## src/hw/rtl/lti_ram.sv

```systemverilog
// ----------------------------------------------------------------------------
// lti_ram
// Simple dual-port RAM, one write and one registered read port.
// ----------------------------------------------------------------------------
module lti_ram #(
    parameter int WIDTH = 8,
    parameter int DEPTH = 16
) (
    input  logic                     i_clk,
    input  logic                     i_we,
    input  logic [$clog2(DEPTH)-1:0] i_waddr,
    input  logic [WIDTH-1:0]         i_wdata,
    input  logic [$clog2(DEPTH)-1:0] i_raddr,
    output logic [WIDTH-1:0]         o_rdata
);

    logic [WIDTH-1:0] r_mem [DEPTH];

    always_ff @(posedge i_clk) begin
        if (i_we) begin
            r_mem[i_waddr] <= i_wdata;
        end
        o_rdata <= r_mem[i_raddr];
    end

endmodule

```

## config.mk

```make
export PLATFORM = sky130hd
export DESIGN_NAME = lti_ram
export DESIGN_NICKNAME = d
export VERILOG_FILES = /design/src/hw/rtl/lti_ram.sv
export SDC_FILE = /design/constraint.sdc
export NUM_CORES = 1
export LEC_CHECK = 0
export CORE_MARGIN = 10
export CORE_UTILIZATION = 40
export DETAILED_ROUTE_END_ITERATION = 7
export DONT_BUFFER_PORTS = 1
export PLACE_DENSITY_LB_ADDON = 0.05
export SLEW_MARGIN = 15
export SYNTH_ARGS = -nofsm -noshare
export SYNTH_HDL_FRONTEND = slang
export SYNTH_SLANG_ARGS = --single-unit
```

## constraint.sdc

```tcl
create_clock -name i_clk -period 2 [get_ports i_clk]
set_input_delay 0.3 -clock i_clk [delete_from_list [all_inputs] [get_ports i_clk]]
set_output_delay 0.3 -clock i_clk [all_outputs]
set_load 0.05 [all_outputs]
```

* Yosys cells after proc, flatten, opt, wreduce, memory -nomap -nowiden
Memories as Yosys holds them, arrays and structs flattened. A register that Yosys moved wholly into a read port is not among the register bits.
Cells that the tools add are included.
** Operators by class
- Mux-type cells :: 2
** Operators with widths (count)
- 1-bit 2-to-1 mux :: 2
** Word-level totals
- Register bits after elaboration :: 0
- RAM bits :: 128
- Memories :: 1
** Memory list
- r_mem :: depth 16, width 8, read ports 1, clocked after memory_dff 1, write ports 1, line 17 : logic [WIDTH-1:0] r_mem [DEPTH];

* Depth between registers and ports, before layout
Gate-level depths: netlist of the first run.
- Word-level depth :: 2
- Depth in mapped cells :: 5
- Gate-level depth less buffers :: 3

* Worst setup path before layout of the first run
No wires, ideal clock.
- Path kind :: input -> register
- Start :: input port i_waddr[2]
- End :: memory r_mem[0][0], enable pin
- Arrival :: 1.410 ns
- Slack :: 0.207 ns
- Required time :: 1.617 ns
- Stages :: 2
- Library setup time :: 0.383 ns
- Cell sequence :: or3b_2 > nor3_1
** RTL lines
- from (decl) :: line 11 : input logic [$clog2(DEPTH)-1:0] i_waddr,
- to (decl) :: line 17
Straight into the memory's write port.

==> results of run 1 <==
==> routing by layer <==
layer  share of wire [%]  vias up  GRT usage, %
met5                   0        -             0
met4                 1.9        0          5.99
met3                 7.7       17          5.34
met2                  44       72          18.1
met1                  46     1206          17.1
li1                    -     1036             -
==> cell families after synthesis <==
| group | count (synthesis) |
|---|---|
| flops | 136 |
| compound gates | 16 |
| simple gates | 35 |
| buf+inv | 10 |
| mux | 32 |
==> synth_stat cells, types with 2 or more instances <==
library cell / number / area, µm²
nand2_1: 9 / 33.8
nor3_1: 4 / 20.0
clkdlybuf4s25_2: 3 / 30.0
nand2b_1: 2 / 12.5
a22oi_1: 16 / 120
mux4_2: 18 / 405
buf_6: 3 / 33.8
dfxtp_1: 8 / 160
nor2_1: 13 / 48.8
nand3b_1: 2 / 15.0
buf_2: 3 / 15.0
mux4_1: 14 / 368
edfxtp_1: 128 / 3840
==> worst register-to-register path, stage by stage, from the launching register on <==
cell	delay, ns
edfxtp_1	0.35
mux4_1	0.51
a22oi_1	0.35
nand2_1	0.09
==> layout make-up <==
type                            count  area, µm²
Clock inverter                     11        203
Fill cell                        1048       6500
Timing Repair Buffer               25        208
Multi-Input combinational cell     83       1060
Clock buffer                       20        437
Sequential cell                   136       4000
Tap cell                          172        215
==> sequential cells by signal, summed over array words and instances, names as in the netlist <==
| register | count |
|---|---|
| o_rdata | 8 |
| r_mem | 128 |
==> timing repair <==
action,CTS,global route
hold buffers,8,0
gates resized for setup,0,0
hold endpoints to repair,128,0
==> path summary, 6_finish.rpt <==
| path | to | start | slack (ns) |
|---|---|---|---|
| hold / removal | o_rdata[0] | i_raddr[1] | 0.18 |
| hold reg to reg | o_rdata[0] | r_mem[4][0] | 0.69 |
| setup reg to reg | o_rdata[3] | r_mem[9][3] | 0.58 |
| setup / recovery | o_rdata[3] | r_mem[9][3] | 0.58 |
==> power by group <==
group	switching, mW	internal (mW)	total, mW
logic	0.123	0.108	0.231
clock network	1.08	2.31	3.39
registers	0.0906	3.19	3.28
==> stage by stage <==
step	util [%]	power (mW)	area, µm²	hold slack (ns)
detailed placement	42.8	3.52	5400	0.400
finish	48.5	6.90	6120	0.180
global placement	42.8	3.52	5400	0.400
CTS	48.5	6.95	6120	0.174
global route	48.5	7.13	6120	0.187
floorplan	-	3.49	5150	0.399
==> impl_metrics.yaml, run 1 <==
status:
  status: "finished, final reports clean"
synth:
  synth_top_family_by_area: "multiplexers"
  syn-cell-area_mm2: 0.00515
  ys_types: 19
  post_synth_and_or_nand_nor_area_fraction_pct: 3.18
  compound_gate_fraction_of_synth_area_pct: 2.33
  ys.flop_type: "edfxtp_1"
  synth-seq-area-share_pct: 77.8
  synth-xor-area-share_pct: 0
  number_of_synthesized_flops_with_an_enable_pin: 128
  synth-adder-area-share_pct: 0
  ys.warnings.count: 0
  syn-num-nets: 247
  syn_area_per_cell_um2: 22.5
  post_synth_inst_count: 229
  asyncSetResetFlopFracSynth_pct: 0
  muxShareOfSynthArea_pct: 15.0
  yosys_register_bits: 136
routing:
  routed_wirelength_mm: 10.8
  vias_per_cell: 5.21
  drt_drc_violations_left: 0
  drtAntennaViolNets: 0
  route.vias.total: 2331
  post_drt_wl_per_cell_um: 24.2
  initialDrtViolationCount: 177
  drt_pass1_iterations: 4
worst_setup_path:
  cp.depth: 3
  worst-endpoint-arrival_ns: 1.70
  cpPeakStageDelay_ns: 0.51
  timing.critical_path.fanout_max: 1
  required_ns: 2.29
  setup.worst_path.class: "reg -> reg"
  worstPathCellList: "mux4_1 > a22oi_1 > nand2_1"
  cpLargestDelayFamily: "multiplexers"
  worst_r2r_path_depth: 3
  end_kind: "register"
  crit_slowest_cell: "mux4_1"
  start_kind: "register"
  path_buf_inv: 0
min_path:
  hold_class: "in -> reg"
  min_delay_path_depth: 3
sta:
  grt_setup_unrepaired: "false"
  timing.max_slew.rel_slack_pct: 51.3
  worst_setup_slack_after_layout_ns: 0.584
  layout_worst_path_cycle_share_pct: 70.8
  finalHoldViolCount: 0
  clock_tree_skew_after_final_layout_ns: 0.00603
  period_minus_slack_ns: 1.42
  fin_setup_tns_ns: 0
  maxSlewViolCount: 0
  tightest_slew_ns: 0.728
  final_setup_violation_count: 0
  fmaxAchievable_mhz: 706
grt:
  overflow: 0
  grt_pass1_wl_mm: 16.1
  grt_start_max_net_pins: 33
  gr-usage-all-layers_pct: 12.9
  number_of_antenna_violations_at_the_first_check_in_global_routing: 0
  first_global_vias: 2520
final_layout:
  final_nets: 281
  syn2layout_area_growth_pct: 19.0
  post_route_cells_drive_above_1_share_pct: 22.5
  layout_common_cells: "128 x edfxtp_1, 18 x mux4_2, 17 x clkbuf_16, 17 x buf_4, 16 x a22oi_1"
  mostFrequentLayoutCell: "edfxtp_1"
  post_layout_instance_count_excluding_filler_cells: 447
  antenna-diode-count: 0
clocking:
  htreeDepth: 4
  cts.root.buffer_cell: "clkbuf_16"
  postCtsSetupBuffers: 0
  cts_num_sinks: 136
  worst_skew_pair.late_latency_ns: 0.42
  clock_tree_from_tritoncts: "done"
  number_of_buffers_between_clock_root_and_the_deepest_sink: 2
  cts.reportedPaths.clkPinSlew_ns: 0.06
  number_of_cts_inserted_buffers: 17
job:
  count_of_max_cap_constraint_violations: 0
placement:
  post-dp-hpwl_mm: 6.74
  numPlacedInstances: 408
  placement.io_buffers: 0
  placement.setup.worst_slack_ns: 0.520
  finalWeightedCongestion: 0.758
die:
  die_width_um: 133
  initial_utilization_pct: 40.8
  cell_rows: 41
  ios: 26
  core_area_mm2: 0.0126
  die_h_um: 133
  floorplan.die_area_mm2: 0.0178
pwr:
  leakagePower_nw: 2.03
  vdd_drop_max_mv: 0.567
  p_per_area_mw_per_mm2: 1130
No activity file was read; power rests on OpenSTA's default activity.
==> run 2, diff against run 1 <==
- clock period: 2 -> 1.2 ns (I/O delays scaled with it)
==> run 2 against run 1 <==
The flow now finishes with violations (negative setup slack). First-iteration DRC count up 7.3%. Global-route usage down 0.41 points. Final cell count grew 0.45%. Critical path type unchanged. Largest power group is now registers. Highest routed layer unchanged.
==> impl_metrics.yaml, run 2 (synthesis results as in run 1) <==
pwr:
  internal_power_mw: 8.91
  vdd_drop_max_mv: 0.891
  sw_frac_of_total_pct: 19.9
  combPwrFrac_pct: 4.2
  total_switching_power_mw: 2.21
  p_per_area_mw_per_mm2: 1810
  clkPwrFrac_pct: 47.0
  sequentialPowerShare_pct: 48.8
  leakagePower_nw: 1.97
clocking:
  cts_num_sinks: 136
  number_of_buffers_between_clock_root_and_the_deepest_sink: 2
  number_of_cts_inserted_buffers: 17
  htreeDepth: 4
  worst_skew_pair.late_latency_ns: 0.41
  clock_tree_from_tritoncts: "done"
  cts.root.buffer_cell: "clkbuf_16"
  cts.reportedPaths.clkPinSlew_ns: 0.06
sta:
  layout_worst_path_cycle_share_pct: 108
  timing.max_slew.rel_slack_pct: 41.4
  period_minus_slack_ns: 1.29
  final_setup_violation_count: 9
  grt_setup_unrepaired: "true"
  worst_setup_slack_after_layout_ns: -0.0916
  tightest_slew_ns: 0.877
  hold_ws_ns: 0.0897
  finalHoldViolCount: 0
  maxSlewViolCount: 0
  fmaxAchievable_mhz: 774
  clock_tree_skew_after_final_layout_ns: 0.00675
placement:
  finalWeightedCongestion: 0.741
  cell_area_after_placement_mm2: 0.00543
  post-dp-hpwl_mm: 6.80
  placement.io_buffers: 0
final_layout:
  largest_register_ffs: 128
  mostFrequentLayoutCell: "edfxtp_1"
  layout_common_cells: "128 x edfxtp_1, 32 x mux4_2, 17 x clkbuf_16"
  antenna-diode-count: 0
  syn2layout_area_growth_pct: 19.7
  final_nets: 282
  num-fill-cells: 1050
  post_route_cells_drive_above_1_share_pct: 36.5
  reg_top3: "r_mem (128), o_rdata (8)"
  finalInstanceArea_mm2: 0.00616
  registers.top_by_ff_count: "r_mem"
status:
  status: "finished, violations left"
  violations: "negative setup slack"
die:
  initial_utilization_pct: 40.8
  core_area_mm2: 0.0126
  die_width_um: 133
  floorplan.die_area_mm2: 0.0178
  cell_rows: 41
  die_h_um: 133
  ios: 26
routing:
  routed_wirelength_mm: 10.5
  initialDrtViolationCount: 190
  drt_drc_violations_left: 0
  post_drt_wl_per_cell_um: 23.5
  drtAntennaViolNets: 0
  route.vias.total: 2284
  drt_pass1_iterations: 4
  vias_per_cell: 5.09
worst_setup_path:
  timing.reg2reg.setup_slack_ns: -0.09
  r2r-end: "o_rdata[4]"
  end_kind: "register"
  cpPeakStageDelay_ns: 0.47
  start_kind: "register"
  crit_slowest_cell: "mux4_2"
  worstPathCellList: "mux4_2 > a22oi_1 > nand2_1"
  r2r-start: "r_mem[11][4]"
  worst_r2r_path_depth: 3
  timing.critical_path.fanout_max: 1
  worst-endpoint-arrival_ns: 1.57
  required_ns: 1.48
  setup.worst_path.class: "reg -> reg"
grt:
  first_global_vias: 2532
  grt_pass1_wl_mm: 15.9
  gr-usage-all-layers_pct: 12.5
  grt_start_max_net_pins: 33
  number_of_antenna_violations_at_the_first_check_in_global_routing: 0
  overflow: 0
min_path:
  min_delay_path_depth: 3
  holdPathEnd: "o_rdata[7]"
  hold_class: "in -> reg"
  hold_start: "i_raddr[1]"
job:
  count_of_max_cap_constraint_violations: 0
## run 2: cell type report
class | instances | area (µm²) | share of cell area (%)
flip-flops and latches | 136 | 4010 | 65.1
multi-input cells | 83 | 1100 | 17.8
clock buffers | 21 | 460 | 7.48
repair buffers | 26 | 231 | 3.76
well taps | 172 | 215 | 3.49
clock inverters | 11 | 146 | 2.38
## run 2: worst max path at each step
stage	startpoint	endpoint	slack, ns	depth (start not counted)
floorplan	i_waddr[2]	r_mem[0][0]	-0.11	2
global placement	r_mem[3][2]	o_rdata[2]	-0.12	3
detailed placement	r_mem[3][2]	o_rdata[2]	-0.14	3
CTS	r_mem[3][2]	o_rdata[2]	-0.09	3
global route	r_mem[3][2]	o_rdata[2]	-0.14	3
finish	r_mem[11][4]	o_rdata[4]	-0.09	3
## run 2: worst max-delay path: cells and delay by family (launching register included)
family / cells / cell delay [ns]
mux: 1 / 0.47
flops: 1 / 0.37
compound gates: 1 / 0.23
simple gates: 1 / 0.10
## run 2: power by group through the flow
stage	clock [mW]	sequential, mW	combinational, mW
global route	5.55	5.43	0.503
floorplan	0	5.54	0.303
global placement	0	5.51	0.370
finish	5.23	5.42	0.467
CTS	5.32	5.43	0.478
detailed placement	0	5.52	0.373
## run 2: repair_timing
item,in CTS,in global routing
pin swaps,3,0
resized for setup,14,1
setup buffers,0,0
hold endpoints to repair,128,0
endpoints found under the setup margin,14,10
cloned,0,0
hold buffers,8,0
## run 2: metal layers
layer / up-vias / GRT usage, % / part of all wire, %
li1: 1031 / - / -
met1: 1185 / 15.2 / 42
met2: 55 / 20.3 / 51
met3: 13 / 3.91 / 5.2
met4: 0 / 5.20 / 1.6
met5: - / 0 / 0
## run 2: per-stage QoR
step | TNS (ns) | power (mW) | worst slack [ns] | utilization [%] | instances
final | -0.447 | 11.1 | -0.0916 | 48.8 | 449
after global routing | -0.793 | 11.5 | -0.137 | 48.8 | 449
after CTS | -0.531 | 11.2 | -0.0922 | 48.8 | 449
after detailed placement | -3.33 | 5.89 | -0.144 | 43.0 | 409
after global placement | -2.97 | 5.88 | -0.121 | 43.0 | 409
after floorplan | -1.22 | 5.85 | -0.113 | - | 229
==> run 3, diff against run 2 <==
- ABC_AREA: default -> 1
- CTS_CLUSTER_SIZE: default -> 20
==> run 3 against run 2 <==
The run ends with negative hold slack left. Flip-flop and latch count did not move. Sequential share of layout area down 5.1 points. Synthesized cell count rose by 140%. Critical path type is now in -> reg.
==> impl_metrics.yaml, run 3 <==
pwr:
  sw_frac_of_total_pct: 21.9
  combPwrFrac_pct: 5.5
  sequentialPowerShare_pct: 49.6
  design_power_total_mw: 10.9
  internal_power_mw: 8.55
  vdd_drop_max_mv: 0.893
  total_switching_power_mw: 2.39
  leakagePower_nw: 2.87
  p_per_area_mw_per_mm2: 1640
  clkPwrFrac_pct: 44.9
synth:
  number_of_synthesized_flops_with_an_enable_pin: 128
  post-synth-top-area-fraction_pct: 66.7
  ys_top_cells_by_area: "edfxtp_1 67%, nand2_1 11%, nand3_1 8.4%"
  ys.flop_type: "edfxtp_1"
  yosys_register_bits: 136
  synth.cells.most_frequent: "173 x nand2_1, 128 x edfxtp_1, 100 x inv_1"
  syn-num-nets: 569
  yosysMostFrequentCell: "nand2_1"
  syn_area_per_cell_um2: 10.5
  asyncSetResetFlopFracSynth_pct: 0
  synth-seq-area-share_pct: 69.4
  yosysTopAreaCell: "edfxtp_1"
  syn-cell-area_mm2: 0.00577
  post_synth_inst_count: 551
  ys_types: 12
  ys.warnings.count: 0
grt:
  grt_pass1_wl_mm: 22.7
  number_of_antenna_violations_at_the_first_check_in_global_routing: 0
  overflow: 0
  gr-usage-all-layers_pct: 15.6
  grt_start_max_net_pins: 66
  first_global_vias: 3762
die:
  die_width_um: 140
  die_h_um: 140
  initial_utilization_pct: 41.2
  core_area_mm2: 0.0140
  floorplan.die_area_mm2: 0.0196
  ios: 26
  cell_rows: 43
clocking:
  number_of_buffers_between_clock_root_and_the_deepest_sink: 2
  clock_tree_from_tritoncts: "done"
  cts.root.buffer_cell: "clkbuf_16"
  hold_bufs_at_cts: 8
  postCtsSetupBuffers: 0
  cts.reportedPaths.clkPinSlew_ns: 0.06
  cts_num_sinks: 136
  worst_skew_pair.late_latency_ns: 0.43
  htreeDepth: 4
  number_of_cts_inserted_buffers: 17
routing:
  post_drt_wl_per_cell_um: 19.4
  vias_per_cell: 4.91
  met3WireLength_um: 652
  drt-met1-wl_mm: 7.01
  routed_wirelength_mm: 14.9
  drt_pass1_iterations: 5
  route.vias.total: 3785
  drtAntennaViolNets: 0
  initialDrtViolationCount: 374
  top_layer_used: "met4"
  wl_met2_mm: 6.93
  drt_drc_violations_left: 0
sta:
  tightest_slew_ns: 0.858
  fin_setup_tns_ns: 0
  clock_tree_skew_after_final_layout_ns: 0.00724
  layout_worst_path_cycle_share_pct: 97.7
  maxSlewViolCount: 0
  timing.max_slew.rel_slack_pct: 42.8
  fmaxAchievable_mhz: 853
  finalHoldViolCount: 32
  final_setup_violation_count: 0
  grt_setup_unrepaired: "false"
  period_minus_slack_ns: 1.17
  hold_ws_ns: -0.152
placement:
  placement.io_buffers: 0
  post-dp-hpwl_mm: 9.38
  finalWeightedCongestion: 0.811
worst_setup_path:
  cpPeakStageDelay_ns: 1.09
  r2r-end: "o_rdata[6]"
  r2r-start: "r_mem[12][6]"
  required_ns: 1.30
  start_kind: "primary input"
  timing.reg2reg.setup_slack_ns: 0.17
  cpLargestDelayFamily: "buffers and inverters"
  end_kind: "register"
  crit_slowest_cell: "dlygate4sd3_1"
  timing.critical_path.fanout_max: 16
  worst_r2r_path_depth: 6
  worstPathCellList: "dlygate4sd3_1"
  worst-endpoint-arrival_ns: 1.27
  setup.worst_path.class: "in -> reg"
  path_buf_inv: 1
min_path:
  min_delay_path_depth: 0
  hold_class: "in -> reg"
  hold_start: "i_wdata[7]"
  holdPathEnd: "r_mem[11][7]"
final_layout:
  layout_common_cells: "173 x nand2_1, 128 x edfxtp_1, 100 x inv_1"
  post_route_cells_drive_above_1_share_pct: 10.2
  mostFrequentLayoutCell: "nand2_1"
  reg_top3: "r_mem (128), o_rdata (8)"
  final_nets: 596
  largest_register_ffs: 128
  registers.top_by_ff_count: "r_mem"
  syn2layout_area_growth_pct: 15.9
  antenna-diode-count: 0
  num-fill-cells: 1356
status:
  status: "finished, violations left"
  violations: "negative hold slack"
job:
  count_of_max_cap_constraint_violations: 0
run 3: cell count changes after synthesis, sizes merged, moves of 2 or more:
cell           previous run  this run
nand2                     9       173
clkdlybuf4s25             3         0
nand3                     1        97
inv                       0       102
buf                       7        24
nor2                     13        17
mux4                     32         0
a22oi                    16         0
nor3                      4         0
nand2b                    2         0
run 3: worst reg2reg max path: cells and delay by family, from the launching register on:
| family | cells | cell delay [ns] |
|---|---|---|
| flip-flops | 1 | 0.35 |
| AND/OR/NAND/NOR | 5 | 0.52 |
| buffers and inverters | 1 | 0.06 |
run 3: power by group through the flow:
stage	sequential [mW]	clock [mW]	combinational (mW)
after global routing	5.44	5.20	0.665
after global placement	5.53	0	0.510
after CTS	5.43	4.98	0.606
final	5.43	4.91	0.599
after detailed placement	5.53	0	0.511
after floorplan	5.54	0	0.375
run 3: how the worst max path moves through the flow:
stage                    start      endpoint  slack (ns)  cells past startpoint
finish              i_wdata[6]  r_mem[12][6]        0.03                      1
global route        o_rdata[2]    o_rdata[2]        0.02                      1
CTS                 o_rdata[2]    o_rdata[2]        0.02                      1
detailed placement  i_raddr[0]    o_rdata[6]        0.05                      7
global placement    i_raddr[0]    o_rdata[6]        0.07                      7
floorplan           i_waddr[3]   r_mem[4][0]        0.07                      2
run 3: cell type report:
cell class / instances / area, µm² / share of cell area, %
Clock buffer: 24 / 492 / 7.36
Clock inverter: 8 / 70.1 / 1.05
Inverter: 102 / 383 / 5.73
Multi-Input combinational cell: 289 / 1210 / 18.2
Sequential cell: 136 / 4010 / 60.0
Tap cell: 180 / 225 / 3.37
Timing Repair Buffer: 32 / 288 / 4.31
run 3: metal layers:
layer | track usage, % | up-vias
li1 | - | 1826
met1 | 20.6 | 1847
met2 | 23.5 | 92
met3 | 3.99 | 20
met4 | 6.90 | 0
met5 | 0 | -
run 3: repair_timing:
item,4_1_cts,5_1_grt
endpoints found under the hold margin,136,32
endpoints found under the setup margin,5,16
gates resized for setup,5,1
gates cloned,0,0
run 3: kinds of logic after synthesis:
| logic type | count (synthesis) | share of synthesized area (%) |
|---|---|---|
| DFF | 136 | 69.4 |
| and+or+nand+nor | 289 | 21.0 |
| buffers and inverters | 126 | 9.52 |
run 3: through the flow:
stage / hold WS (ns) / util (%) / area [µm²] / worst slack (ns) / cells
after CTS: -0.160 / 47.7 / 6680 / 0.0205 / 771
after global routing: -0.163 / 47.8 / 6680 / 0.0177 / 771
after floorplan: 0.279 / - / 5770 / 0.0692 / 551
after detailed placement: 0.281 / 43.1 / 6030 / 0.0478 / 731
after global placement: 0.281 / 43.1 / 6030 / 0.0677 / 731
final: -0.152 / 47.8 / 6680 / 0.0282 / 771
